**src/rst_tbl_pkg.sv**
```systemverilog
`timescale 1ns / 1ps
// ----------------------------------------------------------------------------
// rst_tbl_pkg
// Shared types, codes and constants of the record slot table.
// ----------------------------------------------------------------------------
package rst_tbl_pkg;

  localparam int SLOTS_DEF  = 32;
  localparam int RESULT_CAP = 32;

  typedef enum logic [2:0] {
    MODE_INSERT   = 3'd0,
    MODE_SEARCH   = 3'd1,
    MODE_DEL_NAME = 3'd2,
    MODE_DEL_POS  = 3'd3,
    MODE_PRINT    = 3'd4,
    MODE_MAX      = 3'd5,
    MODE_SORT     = 3'd6
  } mode_t;

  typedef enum logic [2:0] {
    ST_RECORD    = 3'd0,
    ST_NOT_FOUND = 3'd1,
    ST_DONE      = 3'd2,
    ST_FULL      = 3'd3,
    ST_EMPTY     = 3'd4
  } status_t;

  typedef struct packed {
    logic [63:0] key;
    logic [15:0] health;
    logic [15:0] mana;
    logic [15:0] speed;
    logic [9:0]  reach;
    logic [2:0]  position;
  } rec_t;

  typedef struct packed {
    logic    last;
    status_t status;
    logic [4:0] slot;
    rec_t    rec;
  } out_t;

  typedef struct packed {
    logic load;
    logic ins_step;
    logic eval;
    logic pass2;
    logic finish;
    logic srt_ld;
    logic srt_ev;
    logic srt_end;
  } cmd_t;

  typedef struct packed {
    mode_t mode;
    logic  at_end;
    logic  cap_hit;
    logic  ins_done;
    logic  out_free;
    logic  srt_last;
    logic  srt_pass_last;
    logic  few;
    logic  pass2;
  } stat_t;

endpackage

```
**src/rst_tbl_ram.sv**
```systemverilog
`timescale 1ns / 1ps
// ----------------------------------------------------------------------------
// rst_tbl_ram
// Generic single-write, single-read RAM with registered read data.
// ----------------------------------------------------------------------------
module rst_tbl_ram #(
  parameter int WIDTH = 8,
  parameter int DEPTH = 32
) (
  input  logic                     clk,
  input  logic                     we,
  input  logic [$clog2(DEPTH)-1:0] waddr,
  input  logic [WIDTH-1:0]         wdata,
  input  logic [$clog2(DEPTH)-1:0] raddr,
  output logic [WIDTH-1:0]         rdata
);

  logic [WIDTH-1:0] mem [DEPTH];

  always_ff @(posedge clk) begin
    if (we) begin
      mem[waddr] <= wdata;
    end
    rdata <= mem[raddr];
  end

endmodule

```
**src/rst_tbl_ctrl.sv**
```systemverilog
`timescale 1ns / 1ps
// ----------------------------------------------------------------------------
// rst_tbl_ctrl
// Command sequencer: scans, listing passes and the bubble sort passes.
// ----------------------------------------------------------------------------
module rst_tbl_ctrl (
  input  logic               clk,
  input  logic               rst_n,
  input  logic               in_valid,
  output logic               in_ready,
  input  logic [2:0]         in_mode,
  input  rst_tbl_pkg::stat_t st,
  output rst_tbl_pkg::cmd_t  cmd
);
  import rst_tbl_pkg::*;

  typedef enum logic [9:0] {
    S_IDLE = 10'b0000000001,
    S_INS  = 10'b0000000010,
    S_RD   = 10'b0000000100,
    S_EV   = 10'b0000001000,
    S_FIN  = 10'b0000010000,
    S_SRD0 = 10'b0000100000,
    S_SLD  = 10'b0001000000,
    S_SRD  = 10'b0010000000,
    S_SEV  = 10'b0100000000,
    S_SEND = 10'b1000000000
  } state_t;

  state_t state_r, state_nxt;

  always_ff @(posedge clk) begin
    if (!rst_n) begin
      state_r <= S_IDLE;
    end else begin
      state_r <= state_nxt;
    end
  end

  always_comb begin
    state_nxt = state_r;
    cmd       = '0;
    in_ready  = 1'b0;
    case (state_r)
      S_IDLE: begin
        in_ready = 1'b1;
        if (in_valid) begin
          cmd.load = 1'b1;
          case (mode_t'(in_mode))
            MODE_INSERT: state_nxt = S_INS;
            MODE_SEARCH, MODE_DEL_NAME, MODE_DEL_POS, MODE_PRINT, MODE_MAX:
              state_nxt = S_RD;
            MODE_SORT: state_nxt = st.few ? S_FIN : S_SRD0;
            default: state_nxt = S_IDLE;
          endcase
        end
      end
      S_INS: begin
        cmd.ins_step = 1'b1;
        if (st.ins_done) state_nxt = S_FIN;
      end
      S_RD: begin
        if (st.at_end || st.cap_hit) begin
          if (st.mode == MODE_MAX && !st.pass2) begin
            cmd.pass2 = 1'b1;
          end else begin
            state_nxt = S_FIN;
          end
        end else begin
          state_nxt = S_EV;
        end
      end
      S_EV: begin
        if (st.out_free) begin
          cmd.eval  = 1'b1;
          state_nxt = S_RD;
        end
      end
      S_FIN: begin
        if (st.out_free) begin
          cmd.finish = 1'b1;
          state_nxt  = S_IDLE;
        end
      end
      S_SRD0: state_nxt = S_SLD;
      S_SLD: begin
        cmd.srt_ld = 1'b1;
        state_nxt  = S_SRD;
      end
      S_SRD: state_nxt = S_SEV;
      S_SEV: begin
        cmd.srt_ev = 1'b1;
        state_nxt  = st.srt_last ? S_SEND : S_SRD;
      end
      S_SEND: begin
        cmd.srt_end = 1'b1;
        state_nxt   = st.srt_pass_last ? S_FIN : S_SRD0;
      end
      default: state_nxt = S_IDLE;
    endcase
  end

endmodule

```
**src/rst_tbl_dp.sv**
```systemverilog
`timescale 1ns / 1ps
// ----------------------------------------------------------------------------
// rst_tbl_dp
// Record store, valid marks, scan counters, match logic and result register.
// ----------------------------------------------------------------------------
module rst_tbl_dp #(
  parameter int SLOTS = rst_tbl_pkg::SLOTS_DEF
) (
  input  logic               clk,
  input  logic               rst_n,
  input  logic [2:0]         in_mode,
  input  rst_tbl_pkg::rec_t  in_rec,
  input  rst_tbl_pkg::cmd_t  cmd,
  output rst_tbl_pkg::stat_t st,
  output logic               out_valid,
  input  logic               out_ready,
  output rst_tbl_pkg::out_t  out_data
);
  import rst_tbl_pkg::*;

  localparam int IW = $clog2(SLOTS);
  localparam int CW = $clog2(SLOTS + 1);
  localparam int NW = $clog2(RESULT_CAP + 1);

  mode_t            mode_r;
  rec_t             req_r;
  logic [CW-1:0]    used_r, idx_r, pass_r, dst_r;
  logic [15:0]      max_r;
  logic             pass2_r, hit_r, full_r;
  logic [NW-1:0]    cnt_r;
  logic             pend_v_r, carry_v_r;
  rec_t             pend_r, carry_r;
  logic [CW-1:0]    pend_slot_r;
  logic [SLOTS-1:0] valid_r;
  out_t             out_r;
  logic             out_valid_r;

  logic             we;
  logic [IW-1:0]    waddr;
  rec_t             wdata;
  logic [$bits(rec_t)-1:0] rdata;
  rec_t             rd;
  logic             cur_v, lmatch, dmatch, list_eval, swap, push;
  logic [CW-1:0]    idx_m1;
  out_t             push_data;

  rst_tbl_ram #(.WIDTH($bits(rec_t)), .DEPTH(SLOTS)) u_ram (
    .clk   (clk),
    .we    (we),
    .waddr (waddr),
    .wdata (wdata),
    .raddr (idx_r[IW-1:0]),
    .rdata (rdata)
  );

  assign rd     = rec_t'(rdata);
  assign cur_v  = valid_r[idx_r[IW-1:0]];
  assign idx_m1 = idx_r - 1'b1;
  assign swap   = carry_r.health < rd.health;

  always_comb begin
    case (mode_r)
      MODE_SEARCH: lmatch = cur_v && (rd.key == req_r.key);
      MODE_PRINT:  lmatch = cur_v;
      MODE_MAX:    lmatch = cur_v && (rd.health == max_r);
      default:     lmatch = 1'b0;
    endcase
    case (mode_r)
      MODE_DEL_NAME: dmatch = cur_v && (rd.key == req_r.key);
      MODE_DEL_POS:  dmatch = cur_v && (rd.position == req_r.position);
      default:       dmatch = 1'b0;
    endcase
    list_eval = (mode_r == MODE_SEARCH) || (mode_r == MODE_PRINT) ||
                ((mode_r == MODE_MAX) && pass2_r);
  end

  always_comb begin
    we    = 1'b0;
    waddr = idx_m1[IW-1:0];
    wdata = carry_r;
    if (cmd.finish && mode_r == MODE_INSERT && !full_r) begin
      we    = 1'b1;
      waddr = dst_r[IW-1:0];
      wdata = req_r;
    end else if (cmd.srt_ev) begin
      we    = 1'b1;
      wdata = swap ? rd : carry_r;
    end else if (cmd.srt_end) begin
      we    = 1'b1;
    end
  end

  always_comb begin
    push      = 1'b0;
    push_data = '0;
    if (cmd.eval && list_eval && lmatch && pend_v_r) begin
      push           = 1'b1;
      push_data.last = 1'b0;
      push_data.status = ST_RECORD;
      push_data.slot = 5'(pend_slot_r);
      push_data.rec  = pend_r;
    end else if (cmd.finish) begin
      push             = 1'b1;
      push_data.last   = 1'b1;
      push_data.status = ST_DONE;
      case (mode_r)
        MODE_INSERT: begin
          if (full_r) begin
            push_data.status = ST_FULL;
          end else begin
            push_data.slot = 5'(dst_r);
            push_data.rec  = req_r;
          end
        end
        MODE_SEARCH, MODE_PRINT, MODE_MAX: begin
          if (pend_v_r) begin
            push_data.status = ST_RECORD;
            push_data.slot   = 5'(pend_slot_r);
            push_data.rec    = pend_r;
          end else begin
            push_data.status = (mode_r == MODE_SEARCH) ? ST_NOT_FOUND : ST_EMPTY;
          end
        end
        MODE_DEL_NAME, MODE_DEL_POS:
          push_data.status = hit_r ? ST_DONE : ST_NOT_FOUND;
        default: push_data.status = ST_DONE;
      endcase
    end
  end

  always_ff @(posedge clk) begin
    if (!rst_n) begin
      used_r      <= '0;
      valid_r     <= '0;
      out_valid_r <= 1'b0;
      pend_v_r    <= 1'b0;
      idx_r       <= '0;
      pass_r      <= '0;
      pass2_r     <= 1'b0;
      hit_r       <= 1'b0;
      cnt_r       <= '0;
      mode_r      <= MODE_INSERT;
    end else begin
      if (push) begin
        out_valid_r <= 1'b1;
      end else if (out_ready) begin
        out_valid_r <= 1'b0;
      end
      if (cmd.load) begin
        mode_r   <= mode_t'(in_mode);
        idx_r    <= '0;
        pass_r   <= '0;
        pass2_r  <= 1'b0;
        hit_r    <= 1'b0;
        cnt_r    <= '0;
        pend_v_r <= 1'b0;
      end
      if (cmd.ins_step && !st.ins_done) begin
        idx_r <= idx_r + 1'b1;
      end
      if (cmd.pass2) begin
        pass2_r <= 1'b1;
        idx_r   <= '0;
      end
      if (cmd.eval) begin
        idx_r <= idx_r + 1'b1;
        if (dmatch) begin
          valid_r[idx_r[IW-1:0]] <= 1'b0;
          hit_r <= 1'b1;
        end
        if (list_eval && lmatch) begin
          pend_v_r <= 1'b1;
          cnt_r    <= cnt_r + 1'b1;
        end
      end
      if (cmd.finish && mode_r == MODE_INSERT && !full_r) begin
        valid_r[dst_r[IW-1:0]] <= 1'b1;
        if (dst_r == used_r) used_r <= used_r + 1'b1;
      end
      if (cmd.srt_ld) begin
        idx_r <= CW'(1);
      end
      if (cmd.srt_ev) begin
        valid_r[idx_m1[IW-1:0]] <= swap ? cur_v : carry_v_r;
        idx_r <= idx_r + 1'b1;
      end
      if (cmd.srt_end) begin
        valid_r[idx_m1[IW-1:0]] <= carry_v_r;
        idx_r  <= '0;
        pass_r <= pass_r + 1'b1;
      end
    end
  end

  always_ff @(posedge clk) begin
    if (cmd.load) begin
      req_r <= in_rec;
      max_r <= '0;
    end
    if (push) begin
      out_r <= push_data;
    end
    if (cmd.ins_step && st.ins_done) begin
      dst_r  <= idx_r;
      full_r <= st.at_end && (used_r == CW'(SLOTS));
    end
    if (cmd.eval && mode_r == MODE_MAX && !pass2_r && cur_v && rd.health > max_r) begin
      max_r <= rd.health;
    end
    if (cmd.eval && list_eval && lmatch) begin
      pend_r      <= rd;
      pend_slot_r <= idx_r;
    end
    if (cmd.srt_ld || (cmd.srt_ev && !swap)) begin
      carry_r   <= rd;
      carry_v_r <= cur_v;
    end
  end

  always_comb begin
    st.mode          = mode_r;
    st.at_end        = idx_r == used_r;
    st.cap_hit       = cnt_r == NW'(RESULT_CAP);
    st.ins_done      = (idx_r == used_r) || !cur_v;
    st.out_free      = !out_valid_r || out_ready;
    st.srt_last      = (idx_r + 1'b1) == used_r;
    st.srt_pass_last = (pass_r + CW'(2)) == used_r;
    st.few           = used_r < CW'(2);
    st.pass2         = pass2_r;
  end

  assign out_valid = out_valid_r;
  assign out_data  = out_r;

`ifndef SYNTHESIS
  a_used_bound: assert property (@(posedge clk) disable iff (!rst_n)
    used_r <= CW'(SLOTS)) else $error("used count beyond table depth");
  a_cap_bound: assert property (@(posedge clk) disable iff (!rst_n)
    cnt_r <= NW'(RESULT_CAP)) else $error("listing count beyond cap");
  a_srt_idx: assert property (@(posedge clk) disable iff (!rst_n)
    cmd.srt_ev |-> idx_r != '0) else $error("sort step at slot zero");
  a_push_free: assert property (@(posedge clk) disable iff (!rst_n)
    push |-> (!out_valid_r || out_ready)) else $error("result overwritten");
`endif

endmodule

```
**src/record_slot_table.sv**
```systemverilog
`timescale 1ns / 1ps
// ----------------------------------------------------------------------------
// record_slot_table
// Table of name-keyed records with insert, search, delete, listing and sort.
// ----------------------------------------------------------------------------
// channel  direction  handshake            payload
// in       input      in_valid/in_ready    mode, name key, stats, position
// out      output     out_valid/out_ready  last, status, slot, record
//
// A scan reads each used slot from the registered RAM, then evaluates it.
// Insert: scans up to the first free slot; find max: two scans; sort:
// (used-1) passes of (used-1) compares.
// Reset clears valid marks and used count at once; no clearing pass.
// A stalled result holds the scan until the result register frees.
// ----------------------------------------------------------------------------
module record_slot_table #(
  parameter int SLOTS = rst_tbl_pkg::SLOTS_DEF
) (
  input  logic        clk,
  input  logic        rst_n,
  input  logic        in_valid,
  output logic        in_ready,
  input  logic [2:0]  in_mode,
  input  logic [63:0] in_name_key,
  input  logic [15:0] in_health,
  input  logic [15:0] in_mana,
  input  logic [15:0] in_move_speed,
  input  logic [9:0]  in_reach,
  input  logic [2:0]  in_position_code,
  output logic        out_valid,
  input  logic        out_ready,
  output logic        out_last,
  output logic [2:0]  out_status,
  output logic [4:0]  out_slot,
  output logic [63:0] out_name_key,
  output logic [15:0] out_health,
  output logic [15:0] out_mana,
  output logic [15:0] out_speed,
  output logic [9:0]  out_reach,
  output logic [2:0]  out_position
);
  import rst_tbl_pkg::*;

  cmd_t  cmd;
  stat_t st;
  rec_t  in_rec;
  out_t  out_data;

  assign in_rec.key      = in_name_key;
  assign in_rec.health   = in_health;
  assign in_rec.mana     = in_mana;
  assign in_rec.speed    = in_move_speed;
  assign in_rec.reach    = in_reach;
  assign in_rec.position = in_position_code;

  rst_tbl_ctrl u_ctrl (
    .clk      (clk),
    .rst_n    (rst_n),
    .in_valid (in_valid),
    .in_ready (in_ready),
    .in_mode  (in_mode),
    .st       (st),
    .cmd      (cmd)
  );

  rst_tbl_dp #(.SLOTS(SLOTS)) u_dp (
    .clk       (clk),
    .rst_n     (rst_n),
    .in_mode   (in_mode),
    .in_rec    (in_rec),
    .cmd       (cmd),
    .st        (st),
    .out_valid (out_valid),
    .out_ready (out_ready),
    .out_data  (out_data)
  );

  assign out_last     = out_data.last;
  assign out_status   = out_data.status;
  assign out_slot     = out_data.slot;
  assign out_name_key = out_data.rec.key;
  assign out_health   = out_data.rec.health;
  assign out_mana     = out_data.rec.mana;
  assign out_speed    = out_data.rec.speed;
  assign out_reach    = out_data.rec.reach;
  assign out_position = out_data.rec.position;

endmodule

```
**config.mk**
```make
export PLATFORM = sky130hd
export DESIGN_NAME = record_slot_table
export DESIGN_NICKNAME = d
export VERILOG_FILES = /design/src/rst_tbl_pkg.sv /design/src/rst_tbl_ram.sv /design/src/rst_tbl_ctrl.sv /design/src/rst_tbl_dp.sv /design/src/record_slot_table.sv
export SDC_FILE = /design/constraint.sdc
export NUM_CORES = 2
export LEC_CHECK = 0
export BUFFER_PORTS_ARGS = -buffer_cell sky130_fd_sc_hd__clkbuf_2
export CAP_MARGIN = 20
export CELL_PAD_IN_SITES_DETAIL_PLACEMENT = 1
export CELL_PAD_IN_SITES_GLOBAL_PLACEMENT = 1
export CORE_MARGIN = 10
export CORE_UTILIZATION = 55
export DETAILED_ROUTE_END_ITERATION = 16
export PLACE_DENSITY_LB_ADDON = 0.1
export SLEW_MARGIN = 0
export SYNTH_ARGS = -nofsm -noshare
export SYNTH_HDL_FRONTEND = slang
export SYNTH_SLANG_ARGS = --single-unit
```
**constraint.sdc**
```tcl
create_clock -name clk -period 9.51 [get_ports clk]
set_input_delay 0.4755 -clock clk [delete_from_list [all_inputs] [get_ports clk]]
set_output_delay 0.4755 -clock clk [all_outputs]
set_load 0.02 [all_outputs]
```
; Word-level counts from Yosys, hierarchy flattened
; Memory sizes are Yosys's and may differ from the RTL's. A register that Yosys moved wholly into a read port is not among the register bits.
; Index checks and enable logic that the tools add are counted.
[word_totals]
register_bits = 611
n_memories = 1
ram_bits = 4000
in_bits = 132
output_inout_bits = 136
elab_cells = 235
[classes]
reduce_logical = 48
magnitude_cmp = 9
bitwise_logic = 5
n_eq_ne = 35
n_mux = 88
add_sub_neg = 6
[mem_list]
columns = memory, depth, word_bits, read_ports, rd_clocked_by_memory_dff, wr, line_no
row1 = u_dp.u_ram.mem, 32, 125, 1, 1, 1, rst_tbl_ram.sv:18  ; logic [WIDTH-1:0] mem [DEPTH];
[op_table]
columns = cell, count
row1 = two-way mux 130 bit, 3
row2 = two-way mux 125 bit, 3
row3 = one-hot mux 130 bit (2 select lines), 1
row4 = two-way mux 32 bit, 8
row5 = two-way mux 134 bit, 1
row6 = one-hot mux 10 bit (10 select lines), 1
row7 = two-way mux 6 bit, 12
row8 = two-way mux 10 bit, 7
row9 = bitwise mux 32 bit, 2
row10 = == test 64 bit, 1
row11 = two-way mux 1 bit, 36
row12 = AND 32 bit, 1
row13 = two-way mux 16 bit, 2
row14 = inverter 32 bit, 1
row15 = bitwise OR 32 bit, 1
row16 = one-hot mux 10 bit (3 select lines), 1
row17 = adder 6 x 1 -> 6 bit (second input constant), 4
row18 = == test 6 bit, 4
row19 = logical AND 1 bit, 22
row20 = less-than comparator 5 x 6 -> 1 bit (second input constant), 3
row21 = == test 16 bit, 1
row22 = > comparator 16 bit, 1
row23 = less-than comparator 16 bit, 1
row24 = demux 1 bit (select 5 bit), 3
row25 = other kinds (40), 71

; Logic depth before layout (Yosys ltp)
[depth]
ltp_word = 17
ltp_mapped = 13
ltp_nobuf = 10

; By module
; From an unflattened synthesis, not the netlist that was laid out.
[unflattened]
hier_cells = 8375
area_unflattened_um2 = 178832.8
[modules_own_cells]
columns = module, seq_area_each_um2, cells_each, area_per_inst_um2, n_inst
row1 = rst_tbl_ram, 122617.6, 6294, 151582.9, 1
row2 = rst_tbl_dp, 17416.7, 1989, 26476.6, 1
row3 = rst_tbl_ctrl, 200.2, 92, 773.2, 1

; Worst setup path before layout
; Ideal clock, no wire load.
[synth_path]
path_kind = reg2reg
from = reg u_ctrl.state_r[1]
to = mem u_dp.u_ram.mem[10][0] (netlist bit), enable pin
t_required_ps = 8899
synth_period_minus_slack_ps = 8012
t_arrival_ps = 7401
path_buffers = 3
slack_ps = 1498
setup_time_ps = 611
stages_incl_launch_ff = 12
path_cell_list = dfxtp_1 -> nor4_4 -> nand3b_2 -> or2_2 -> buf_2 -> nor4_1 -> buf_2 -> clkbuf_1 -> nand2_1 -> o31ai_1 -> nand2_1 -> nor2_1
[synth_between]
elab_chain_cells = 7
elab_cells_between_ends = 14
classes_between = 3 x eq/ne / 9 x mux / 2 x reduce/logical
[synth_rtl]
columns = item, line_no
row1 = "start, declared", rst_tbl_ctrl.sv:30  ; state_t state_r, state_nxt;
row2 = "start signal, assigned", rst_tbl_ctrl.sv:36  ; state_r <= state_nxt;
row3 = == test 10 bit or == test 10 x 5 -> 1 bit (tied branches), rst_tbl_ctrl.sv:44  ; case (state_r)
row4 = two-way mux 1 bit, rst_tbl_ctrl.sv:44
row5 = two-way mux 1 bit or logical AND 1 bit (tied branches), "rst_tbl_dp.sv:88, rst_tbl_dp.sv:81"
row6 = two-way mux 1 bit or logical AND 1 bit (tied branches), "rst_tbl_dp.sv:85, rst_tbl_dp.sv:81"
row7 = two-way mux 1 bit, rst_tbl_dp.sv:81  ; if (cmd.finish && mode_r == MODE_INSERT && !full_r) begin
row8 = two-way mux 1 bit, rst_tbl_ram.sv:21  ; if (we) begin
row9 = two-way mux 1 bit (not written as such), rst_tbl_ram.sv:22  ; mem[waddr] <= wdata;
row10 = "end, declared", rst_tbl_ram.sv:18
; Parallel ways exist; a longest one is shown, timed or not.

==> report_table.html <==
<table>
<tr><th>Metric</th><th>Value</th></tr>
<tr><th colspan="2">Outcome</th></tr>
<tr><td>Status</td><td>finished clean</td></tr>
<tr><th colspan="2">Placed design</th></tr>
<tr><td>Placed cell area</td><td>~190000 um2</td></tr>
<tr><td>Routability congestion estimate from global placement</td><td>0.798</td></tr>
<tr><td>HPWL after DPL</td><td>261000 um</td></tr>
<tr><td>Total of buffers placed on input and output ports</td><td>267</td></tr>
<tr><th colspan="2">Setup path</th></tr>
<tr><td>Launching point of the worst reg2reg path</td><td>u_dp.idx_r[0]</td></tr>
<tr><td>Cell at the slowest stage of the critical path</td><td>sky130_fd_sc_hd__buf_4</td></tr>
<tr><td>CP Cell Sequence</td><td>buf_4 &gt; buf_12 &gt; buf_4 &gt; buf_4 &gt; buf_4 &gt; mux4_2 &gt; a22oi_1 &gt; nand4_1</td></tr>
<tr><td>CP arrival</td><td>between 6000 and 7000 ps</td></tr>
<tr><td>Startpoint of the most critical setup path</td><td>u_dp.idx_r[0]</td></tr>
<tr><td>CP dominant cell by count</td><td>sky130_fd_sc_hd__buf_4</td></tr>
<tr><td>Top Family by Delay on Critical Path</td><td>buffers and inverters</td></tr>
<tr><td>Category of the critical setup timing path</td><td>reg -&gt; reg</td></tr>
<tr><td>Critical path depth</td><td>8</td></tr>
<tr><td>Required time of the critical path</td><td>10360 ps</td></tr>
<tr><td>Buf+Inv Stages, Crit Path</td><td>5</td></tr>
<tr><td>Peak fanout along the critical path</td><td>83</td></tr>
<tr><td>CP peak stage delay</td><td>850 ps</td></tr>
<tr><td>Category of the worst setup path capture point</td><td>register</td></tr>
<tr><td>Depth of the most critical reg-to-reg path</td><td>8</td></tr>
<tr><td>Startpoint Class</td><td>register</td></tr>
<tr><th colspan="2">Synthesis</th></tr>
<tr><td>Synthesized Nets</td><td>8339</td></tr>
<tr><td>Cell accounting for the most synthesized area</td><td>sky130_fd_sc_hd__edfxtp_1</td></tr>
<tr><td>Number of synthesized flops with an enable pin</td><td>4538</td></tr>
<tr><td>Count of cell types in the netlist</td><td>80</td></tr>
<tr><td>Synth top area share</td><td>0.765</td></tr>
<tr><td>Synth area leaders</td><td>sky130_fd_sc_hd__edfxtp_1 (77%), sky130_fd_sc_hd__mux4_2 (13%), sky130_fd_sc_hd__dfxtp_1 (2.2%)</td></tr>
<tr><td>FF+latch count, synth</td><td>4736</td></tr>
<tr><td>Commonest register cell after synthesis</td><td>sky130_fd_sc_hd__edfxtp_1</td></tr>
<tr><td>Post-synthesis instance area</td><td>178000 um2</td></tr>
<tr><td>Synth Instances</td><td>8166</td></tr>
<tr><td>Yosys warnings</td><td>0</td></tr>
<tr><td>Share of synthesized area occupied by flip-flops and latches</td><td>0.787</td></tr>
<tr><td>Ys async rst share</td><td>0</td></tr>
<tr><td>Mean post-synth cell area</td><td>21.8 um2</td></tr>
<tr><th colspan="2">Timing</th></tr>
<tr><td>Headroom to the max-slew limit</td><td>0.207</td></tr>
<tr><td>Measured slew at the worst slew-check pin</td><td>roughly 1200 ps</td></tr>
<tr><td>Fmax</td><td>169 MHz</td></tr>
<tr><td>Shortest clock period the worst path allows after layout</td><td>5910 ps</td></tr>
<tr><td>Fin crit share</td><td>0.622</td></tr>
<tr><td>Worst slack on hold paths</td><td>97.1 ps</td></tr>
<tr><td>Final total negative setup slack</td><td>0 ps</td></tr>
<tr><td>Setup repair after global routing missed its margin</td><td>no</td></tr>
<tr><td>Endpoints failing hold</td><td>0</td></tr>
<tr><td>Clock Skew</td><td>47.3 ps</td></tr>
<tr><td>Count of pins over their slew limit</td><td>0</td></tr>
<tr><td>Setup-violating endpoint count in the final report</td><td>0</td></tr>
<tr><th colspan="2">CTS</th></tr>
<tr><td>Clock buffer depth</td><td>4</td></tr>
<tr><td>Clock tree from TritonCTS</td><td>done</td></tr>
<tr><td>Total clock sinks</td><td>4736</td></tr>
<tr><td>CTS HTree Levels</td><td>5</td></tr>
<tr><td>Clock network latency to the later pin of the worst-skew pair</td><td>1010 ps</td></tr>
<tr><td>Buffers inserted by post-CTS timing repair</td><td>0</td></tr>
<tr><td>Number of buffers inserted for hold repair after clock tree synthesis</td><td>around 130</td></tr>
<tr><td>Clock-pin slew on the worst setup and hold paths</td><td>around 60 ps</td></tr>
<tr><td># resized after CTS</td><td>0</td></tr>
<tr><td>Num CTS Buffers</td><td>470</td></tr>
<tr><td>Clock root buffer</td><td>sky130_fd_sc_hd__clkbuf_16</td></tr>
<tr><th colspan="2">Finish</th></tr>
<tr><td>Fraction of final layout cells sized beyond drive strength 1</td><td>0.259</td></tr>
<tr><td>Area growth from synthesis to layout</td><td>14.2%</td></tr>
<tr><td>Area of all sequential standard cells</td><td>roughly 140000 um2</td></tr>
<tr><td>Most common cell after layout, fill and taps aside</td><td>sky130_fd_sc_hd__edfxtp_1</td></tr>
<tr><td>Top library cells by usage in the layout, fill and taps aside</td><td>sky130_fd_sc_hd__edfxtp_1 (4538), sky130_fd_sc_hd__mux4_2 (1001), sky130_fd_sc_hd__a22oi_1 (493), sky130_fd_sc_hd__clkbuf_16 (476), sky130_fd_sc_hd__clkbuf_2 (267)</td></tr>
<tr><td>Multi-input gate area in the final layout</td><td>36300 um2</td></tr>
<tr><td>Number of fill cells in the layout</td><td>25800</td></tr>
<tr><td>Final layout net count</td><td>9067</td></tr>
<tr><td>Final cell area excluding filler cells</td><td>203000 um2</td></tr>
<tr><th colspan="2">Floorplanning</th></tr>
<tr><td>Die Span X</td><td>roughly 600 um</td></tr>
<tr><td>Top-Level Pins</td><td>268</td></tr>
<tr><td>Initial core utilization</td><td>0.554</td></tr>
<tr><td>Total Die Area</td><td>347000 um2</td></tr>
<tr><td>Floorplan die height</td><td>589 um</td></tr>
<tr><td>Standard cell core area</td><td>322000 um2</td></tr>
<tr><td>Site Rows</td><td>roughly 210</td></tr>
<tr><th colspan="2">Global route</th></tr>
<tr><td>Total global routing overflow</td><td>0</td></tr>
<tr><td>Number of antenna violations at the first check in global routing</td><td>29</td></tr>
<tr><td>Wire length of the first global-routing pass</td><td>732000 um</td></tr>
<tr><td>Global routing usage summed across all routing layers</td><td>0.293</td></tr>
<tr><td>Maximum number of pins on one net before global-route repair</td><td>147</td></tr>
<tr><td>Number of global-route vias before repair</td><td>between 90000 and 100k</td></tr>
<tr><th colspan="2">Worst hold path</th></tr>
<tr><td>Launch instance of the worst min-delay path</td><td>rst_n</td></tr>
<tr><td>Kind of path behind the tightest hold check</td><td>in -&gt; reg</td></tr>
<tr><td>Worst hold stages</td><td>3</td></tr>
<tr><th colspan="2">Routing</th></tr>
<tr><td>Detailed-route DRC error count</td><td>0</td></tr>
<tr><td>Avg WL per Cell</td><td>38.0 um</td></tr>
<tr><td>Iteration count of the initial detailed-routing pass</td><td>6</td></tr>
<tr><td>Post-Route WL</td><td>517000 um</td></tr>
<tr><td>Total vias in the final route</td><td>93100</td></tr>
<tr><td>DRC violation total after the first TritonRoute iteration</td><td>12600</td></tr>
<tr><td>Number of nets still failing antenna checks after routing</td><td>0</td></tr>
<tr><td>Via count normalized by instance count</td><td>6.84</td></tr>
<tr><th colspan="2">Job</th></tr>
<tr><td>Max-cap viol count</td><td>0</td></tr>
<tr><th colspan="2">Power and ir drop</th></tr>
<tr><td>Max rail drop VDD</td><td>0.190 mV</td></tr>
<tr><td>P per Cell Area</td><td>roughly 210 nW/um2</td></tr>
<tr><td>Standby leakage power</td><td>63.3 nW</td></tr>
</table>
[kinds of logic after synthesis]
group                    share of synthesized area
flip-flops                                   0.787
multiplexers                                 0.135
AO/OA/AOI/OAI                               0.0405
AND/OR/NAND/NOR                             0.0182
buffers and inverters                       0.0116
XOR/XNOR                                   0.00497
adder cells (fa/ha/maj)                    0.00288
[flip-flops by register name (all words and copies together) (netlist names), 16 cells and up]
name / cells
u_dp.req_r: 125
u_dp.out_data: 134
u_dp.pend_r: 125
u_dp.max_r: 16
u_dp.valid_r: 32
u_dp.u_ram.rdata: 125
u_dp.carry_r: 125
u_dp.u_ram.mem: 4000
[through the flow]
| stage | instances | util | worst slack, ps | power [W] |
|---|---|---|---|---|
| finish | 13600 | 0.633 | 3600 | 0.0422 |
| global route | 13600 | 0.633 | 2970 | 0.0433 |
| CTS | 13600 | 0.632 | 3360 | 0.0424 |
| detailed placement | 12600 | 0.580 | 3390 | 0.0241 |
| global placement | 12600 | 0.579 | 3400 | 0.0240 |
| floorplan | 8166 | - | 1500 | 0.0237 |
[worst register-to-register path: stages (launching register included)]
cell                      delay, ps
sky130_fd_sc_hd__dfxtp_4        680
sky130_fd_sc_hd__buf_4          760
sky130_fd_sc_hd__buf_12         630
sky130_fd_sc_hd__buf_4          900
sky130_fd_sc_hd__buf_4          880
sky130_fd_sc_hd__buf_4          900
sky130_fd_sc_hd__mux4_2         630
sky130_fd_sc_hd__a22oi_1        260
sky130_fd_sc_hd__nand4_1        150
[final cells by class]
class	count	area share
Tap cell	4305	0.0265
Inverter	54	0.00103
Sequential cell	4736	0.689
Clock buffer	636	0.0634
Clock inverter	245	0.0120
Timing Repair Buffer	725	0.0294
Multi-Input combinational cell	2907	0.178
Antenna cell	7	0.0000861
[routing by layer]
metal  track usage  share of wire
met5             0       0.000083
met4        0.0866          0.032
met3        0.0471          0.091
met2         0.461           0.48
met1         0.431           0.40
[synth_stat cells, types with 7 or more instances]
library cell               number
sky130_fd_sc_hd__edfxtp_1    4538
sky130_fd_sc_hd__mux4_2      1001
sky130_fd_sc_hd__a22oi_1      493
sky130_fd_sc_hd__clkbuf_1     268
sky130_fd_sc_hd__nand2_1      215
sky130_fd_sc_hd__dfxtp_1      198
sky130_fd_sc_hd__o21ai_0      161
sky130_fd_sc_hd__nand4_1      139
sky130_fd_sc_hd__mux2i_1      136
sky130_fd_sc_hd__a22o_1       130
sky130_fd_sc_hd__buf_1        120
sky130_fd_sc_hd__nor2_1        97
sky130_fd_sc_hd__buf_2         80
sky130_fd_sc_hd__xor2_1        79
sky130_fd_sc_hd__inv_1         52
sky130_fd_sc_hd__a21oi_1       50
sky130_fd_sc_hd__ha_1          41
sky130_fd_sc_hd__nor3_1        25
sky130_fd_sc_hd__nand3_1       24
sky130_fd_sc_hd__o221ai_1      23
sky130_fd_sc_hd__xnor2_1       22
sky130_fd_sc_hd__nor4_1        21
sky130_fd_sc_hd__o311a_1       21
sky130_fd_sc_hd__and2_1        20
sky130_fd_sc_hd__o31ai_1       19
sky130_fd_sc_hd__and3_1        16
sky130_fd_sc_hd__o41ai_1       16
sky130_fd_sc_hd__nand2b_1      12
sky130_fd_sc_hd__a31oi_1       10
sky130_fd_sc_hd__o22a_1         9
sky130_fd_sc_hd__a211oi_1       8
sky130_fd_sc_hd__nand3b_1       8
sky130_fd_sc_hd__o21a_1         8
sky130_fd_sc_hd__or2_2          7
[final timing paths]
path,slack (ps),end
hold reg to reg,460,u_dp.pass2_r
setup reg to reg,3600,u_dp.u_ram.rdata[40]
hold / removal,100,u_ctrl.state_r[0]
setup / recovery,3600,u_dp.u_ram.rdata[40]
[power breakdown]
part / internal, W / total, W / switching [W]
Combinational: 0.000188 / 0.000695 / 0.000506
Sequential: 0.0229 / 0.0230 / 0.000113
Clock: 0.0106 / 0.0185 / 0.00796
No activity file was read; power rests on OpenSTA's default activity.
